<file path="src/sv/sqh_pkg.sv">
// shared types and constants of the stack / queue / heap trace classifier
// no dependencies
package sqh_pkg;

	// field widths fixed by the stream format
	localparam int unsigned VALUE_W   = 16;
	localparam int unsigned VERDICT_W = 3;

	// defaults of the top level parameters
	localparam int unsigned DEF_DEPTH      = 1024;
	localparam int unsigned DEF_VALUE_BITS = 16;

	// operation codes
	localparam logic OP_PUSH = 1'b0;
	localparam logic OP_POP  = 1'b1;

	// candidate bit positions
	localparam int unsigned CAND_STACK = 0;
	localparam int unsigned CAND_QUEUE = 1;
	localparam int unsigned CAND_HEAP  = 2;

	// verdict codes
	localparam logic [VERDICT_W-1:0] VERDICT_IMPOSSIBLE = 3'd0;
	localparam logic [VERDICT_W-1:0] VERDICT_NOT_SURE   = 3'd1;
	localparam logic [VERDICT_W-1:0] VERDICT_QUEUE      = 3'd2;
	localparam logic [VERDICT_W-1:0] VERDICT_STACK      = 3'd3;
	localparam logic [VERDICT_W-1:0] VERDICT_PRIO       = 3'd4;

	// one trace operation as it travels from front to back
	typedef struct packed {
		logic               op;
		logic [VALUE_W-1:0] value;
		logic               last;
	} item_t;

	// back end sequencer states
	typedef enum logic [3:0] {
		S_IDLE,
		S_STK,
		S_STK_CMP,
		S_FQ,
		S_FQ_CMP,
		S_HP,
		S_HI_RD,
		S_HI_CMP,
		S_HR_CMP0,
		S_HR_LAST,
		S_HR_L,
		S_HR_R,
		S_HR_SEL,
		S_FIN
	} state_t;

endpackage

</file>
<file path="src/sv/sqh_front.sv">
// front end: accepts trace beats into a two entry queue
// depends on sqh_pkg
module sqh_front (
	input  logic          clk,
	input  logic          arst_n,
	input  logic          s_tvalid,
	output logic          s_tready,
	input  logic [15:0]   s_tdata,  // value
	input  logic          s_tuser,  // operation
	input  logic          s_tlast,  // last_of_case
	output logic          item_valid,
	output sqh_pkg::item_t item,
	input  logic          item_take
);

	sqh_pkg::item_t ent_q [2];
	logic           wr_ptr_q;
	logic           rd_ptr_q;
	logic [1:0]     cnt_q;
	logic           push;
	logic           pop;

	assign s_tready   = (cnt_q != 2'd2);
	assign push       = s_tvalid && s_tready;
	assign item_valid = (cnt_q != 2'd0);
	assign pop        = item_valid && item_take;
	assign item       = ent_q[rd_ptr_q];

	// queue storage
	always_ff @(posedge clk) begin
		if (push) begin
			ent_q[wr_ptr_q] <= '{op: s_tuser, value: s_tdata, last: s_tlast};
		end
	end

	// queue pointers
	always_ff @(posedge clk or negedge arst_n) begin
		if (!arst_n) begin
			wr_ptr_q <= 1'b0;
			rd_ptr_q <= 1'b0;
			cnt_q    <= 2'd0;
		end else begin
			if (push) begin
				wr_ptr_q <= ~wr_ptr_q;
			end
			if (pop) begin
				rd_ptr_q <= ~rd_ptr_q;
			end
			case ({push, pop})
				2'b10:   cnt_q <= cnt_q + 2'd1;
				2'b01:   cnt_q <= cnt_q - 2'd1;
				default: cnt_q <= cnt_q;
			endcase
		end
	end

endmodule

</file>
<file path="config.mk">
export PLATFORM = sky130hd
export DESIGN_NAME = sqh_front
export DESIGN_NICKNAME = d
export VERILOG_FILES = /design/src/sv/sqh_pkg.sv /design/src/sv/sqh_front.sv
export SDC_FILE = /design/constraint.sdc
export NUM_CORES = 1
export LEC_CHECK = 0
export BUFFER_PORTS_ARGS = -buffer_cell sky130_fd_sc_hd__buf_2
export CAP_MARGIN = 20
export CORE_MARGIN = 4
export CORE_UTILIZATION = 45
export CTS_BUF_LIST = sky130_fd_sc_hd__clkbuf_16
export DETAILED_ROUTE_END_ITERATION = 8
export PLACE_DENSITY = 0.81
export SLEW_MARGIN = 20
export SYNTH_ARGS = -nofsm -noshare
export SYNTH_HDL_FRONTEND = slang
export SYNTH_SLANG_ARGS = --single-unit
</file>
<file path="constraint.sdc">
create_clock -name clk -period 1.85 [get_ports clk]
set_input_delay 0.37 -clock clk [delete_from_list [all_inputs] [get_ports clk]]
set_output_delay 0.37 -clock clk [all_outputs]
set_load 0.005 [all_outputs]
</file>
# ---- Word level (Yosys, flattened, before mapping)
# Memory sizes are Yosys's and may differ from the RTL's.
# Index checks and enable logic that the tools add are counted.
dict set report op_classes {
  mux 3
  n_reduce_logical 4
  n_bitwise 2
  addsub 2
  eq_ne 3
}
# cell n
set op_table {}
lappend op_table {{$pmux 2 s2} 1}
lappend op_table {{$reduce_bool 2->1} 2}
lappend op_table {{$add 2x1->2 const B} 1}
lappend op_table {{$eq 2x1->1 const B} 1}
lappend op_table {{$eq 2x2->1 const B} 1}
lappend op_table {{$logic_and 1x1->1} 2}
lappend op_table {{$mux 1} 2}
lappend op_table {{$ne 2x2->1 const B} 1}
lappend op_table {{$not 1->1} 2}
lappend op_table {{$sub 2x1->2 const B} 1}
dict set report word_totals {
  input_bits 22
  ram_bits 36
  register_bits 4
  out_inout_bits 20
  word_cells 18
  mem_count 1
}
# memory depth word_bits read_ports rd_ports_with_merged_regs write_ports line
set memory_table {}
lappend memory_table {ent_q 2 18 1 0 1 sqh_front.sv:16} ;# sqh_pkg::item_t ent_q [2];

# ---- Logic depth before layout (Yosys ltp)
dict set report depth {
  word_depth 4
  depth_mapped 6
  ltp_nobuf 6
}

# ---- Least setup slack after synthesis
# No wires, ideal clock.
dict set report synth_timing {
  path_kind {reg2reg}
  startpoint {register cnt_q[0]}
  endpoint {memory ent_q[0][0] (netlist name) (enable)}
  required_ns 1.458
  period_less_slack_ns 1.825
  stages_incl_launch_ff 4
  slack_ns 0.025
  path_buffers 0
  setup_ns 0.392
  arrival_ns 1.433
  path_cell_list {dfrtp_1 > nand2b_1 > nand2_1 > nor2_1}
}
dict set report synth_between {
  elab_chain_cells 4
}
# element line
set synth_lines {}
lappend synth_lines {{from (decl)} sqh_front.sv:19} ;# logic [1:0] cnt_q;
lappend synth_lines {{from (signal assigned)} sqh_front.sv:50} ;# 2'b10: cnt_q <= cnt_q + 2'd1;
lappend synth_lines {{from (signal assigned)} sqh_front.sv:51} ;# 2'b01: cnt_q <= cnt_q - 2'd1;
lappend synth_lines {{from (signal assigned)} sqh_front.sv:52} ;# default: cnt_q <= cnt_q;
lappend synth_lines {{$ne 2x2->1} sqh_front.sv:23} ;# assign s_tready = (cnt_q != 2'd2);
lappend synth_lines {{net s_tready} sqh_front.sv:7} ;# output logic s_tready,
lappend synth_lines {{$logic_and 1x1->1} sqh_front.sv:24} ;# assign push = s_tvalid && s_tready;
lappend synth_lines {{$mux 1} sqh_front.sv:31} ;# if (push) begin
lappend synth_lines {{$mux 1 (not written as such)} sqh_front.sv:32} ;# ent_q[wr_ptr_q] <= '{op: s_tuser, value: s_tdata, last: s_tlast};
lappend synth_lines {{to (decl)} sqh_front.sv:16}
# The timed path passes the listed nets, and every way through them passes these cells.

==> metrics.txt <==
synth warn=0; multi-input combinational cell area=300.3 um^2; TritonCTS buffer count=5; clk root buf=clkbuf_16; sequential cell area=about 1200 um^2; Max Cap Violations=0; # rows=20; WL/cell=about 15 um; Synth cell types=13; clock latency on the worst-skew pair=0.27 ns; worst hold path class=input port to flip-flop; Die Span Y=65.76 um; Critical Path RT=1.48 ns; Final Cycle Share=91.72%; count of flip-flops with a built-in enable after synthesis=36; routed vias/inst=4.725; maximum buffer depth of the clock tree=2; Synth Flop Type=edfxtp_1; worst slew pin tran=0.1518 ns; Mapped Nets=96; Inst Count DP=162; finished layout cell area=1936 um^2; synthesized instance count=73; nets=between 100 and 150; Initial Util=48.00%; Initial DRC Count=between 40 and 50; Syn Area/Cell=20.57 um^2; top cells by area, synth=edfxtp_1, mux2_2, dfrtp_1; CTS-repair resized insts=0; Pre-Repair DR Iteration Count=4; Seq/Total Area, Yosys=about four fifths; status=completed; worst relative slew slack=89.80%; P per Cell Area=about 1600 nW/um^2; final hold viol count=0; GR Layer Usage met3=5.641%; crit path kind=flip-flop to output pin; DRC violations left=0; TritonCTS clock tree=yes; pre-CTS setup slack=0.3588 ns; first-pass GRT wire length=between 4 and 5 mm; Worst setup SP type=flip-flop; Tot Pwr=3.014 mW; clk sink count=40; Peak VDD IR=797.8 uV; area leader, netlist=edfxtp_1; most common cell in the netlist=edfxtp_1; Cell Area, Synth=~1500 um^2; number of diodes=0; largest net degree at the start of global routing=13; Post-DP Area=1787 um^2; area delta synth->final=28.92%; met1 Track Usage GR=14.84%; GRT Total Usage=13.72%; Synth async-reset ratio=10.00%; synthesized flop and latch total=40; initial antenna violation count=0; # fillers=~240; remaining antenna violation count=0; Commonest cells post-synth=edfxtp_1, mux2_2, dfrtp_1; PnR worst setup slack=0.1532 ns; CP endpoint kind=output pin; DR vias=just over 800; Overflow after GRT=0; GPL Wtd Cong=0.6443; Post-CTS Setup Bufs=0; Leak=0.7614 nW; final setup violation count=0; grt met2 use=22.90%; I/O Buffers=approximately 40; vias in the first global route=937; Final Skew=0.002416 ns; share of cells above drive strength 1=58.27%; most used routing layer=met2; RSZ-0062 raised after global routing=false; CTS Hold Bufs=1; Die ar.=4324 um^2; HPWL after DPL=1.883 mm; final setup TNS=0 ns; Finished Layout Cells=roughly 170; die width=65.76 um; share of the synthesized area in the top cell type=72.00%; minimum clock period=1.697 ns; Worst Path Max Fanout=11; final WL=2.532 mm; total core area=3128 um^2; Max H-tree Level=2; CP arrival=between 1 and 1.5 ns; Boundary Pins=42; Slew Limit Fails=0; Clk pin slew, worst setup/hold paths=roughly 0.05 ns; fmax=around 590 MHz
flip-flops by register name, summed over array words and instances, names as in the netlist:
register  count
rd_ptr_q      1
ent_q        36
cnt_q         2
wr_ptr_q      1
cells by family (layout without fill, tap and decap cells):
kind of cell	count (synthesis)	count (layout)	share of synthesized area, %
flops	40	40	78.67
mux	18	18	13.50
simple gates	7	7	2.584
xor+xnor	5	5	2.917
buf+inv	2	56	1.500
fa+ha+maj	1	1	0.8332
power by group:
group	total, mW	switching [mW]	internal (mW)
clock network	0.788	0.300	0.488
registers	1.33	0.0775	1.25
logic	0.901	0.419	0.482
worst paths after layout:
kind / from / endpoint / slack (ns) / cells after the start
min reg2reg: cnt_q[1] / cnt_q[1] / 0.50 / 1
max: rd_ptr_q / item[5] / 0.15 / 3
min in group asynchronous: arst_n / cnt_q[0] / 0.43 / 2
max in group asynchronous: arst_n / rd_ptr_q / 1.30 / 2
min: s_tdata[10] / ent_q[1][11] / 0.28 / 1
max reg2reg: cnt_q[0] / cnt_q[1] / 0.35 / 5
layout by cell type, fill, tap and decap left out, types with 2 or more instances in the layout:
| cell | Yosys | final |
|---|---|---|
| buf_2 | 0 | 41 |
| edfxtp_1 | 36 | 36 |
| mux2_2 | 18 | 18 |
| buf_4 | 0 | 6 |
| clkbuf_16 | 0 | 5 |
| dfrtp_1 | 4 | 4 |
| xnor2_1 | 3 | 3 |
| xor2_1 | 2 | 2 |
| clkinv_2 | 0 | 2 |
critical path, stage by stage (launching register included):
cell and delay (ns):
dfrtp_1 0.36, buf_4 0.21, mux2_2 0.36, buf_2 0.13
per-layer routing:
| layer | routed length [um] | up-vias |
|---|---|---|
| met4 | 61 | 0 |
| met1 | 978 | 385 |
| li1 | - | 384 |
| met2 | 1338 | 31 |
| met3 | 152 | 8 |
| met5 | 0 | - |
final cells by class:
| class | instances | share of cell area (%) |
|---|---|---|
| Tap cell | 44 | 2.844 |
| Timing Repair Buffer | 48 | 13.45 |
| Clock buffer | 5 | 6.464 |
| Sequential cell | 40 | 61.02 |
| Multi-Input combinational cell | 31 | 15.51 |
| Clock inverter | 3 | 0.7111 |
through the flow:
step / utilization [%] / hold WS (ns)
finish: 61.88 / 0.2831
global route: 61.88 / 0.2732
CTS: 61.88 / 0.2768
detailed placement: 57.12 / 0.1806
global placement: 57.12 / 0.1783
floorplan: - / 0.07441
(Power assumes the default switching activity.)
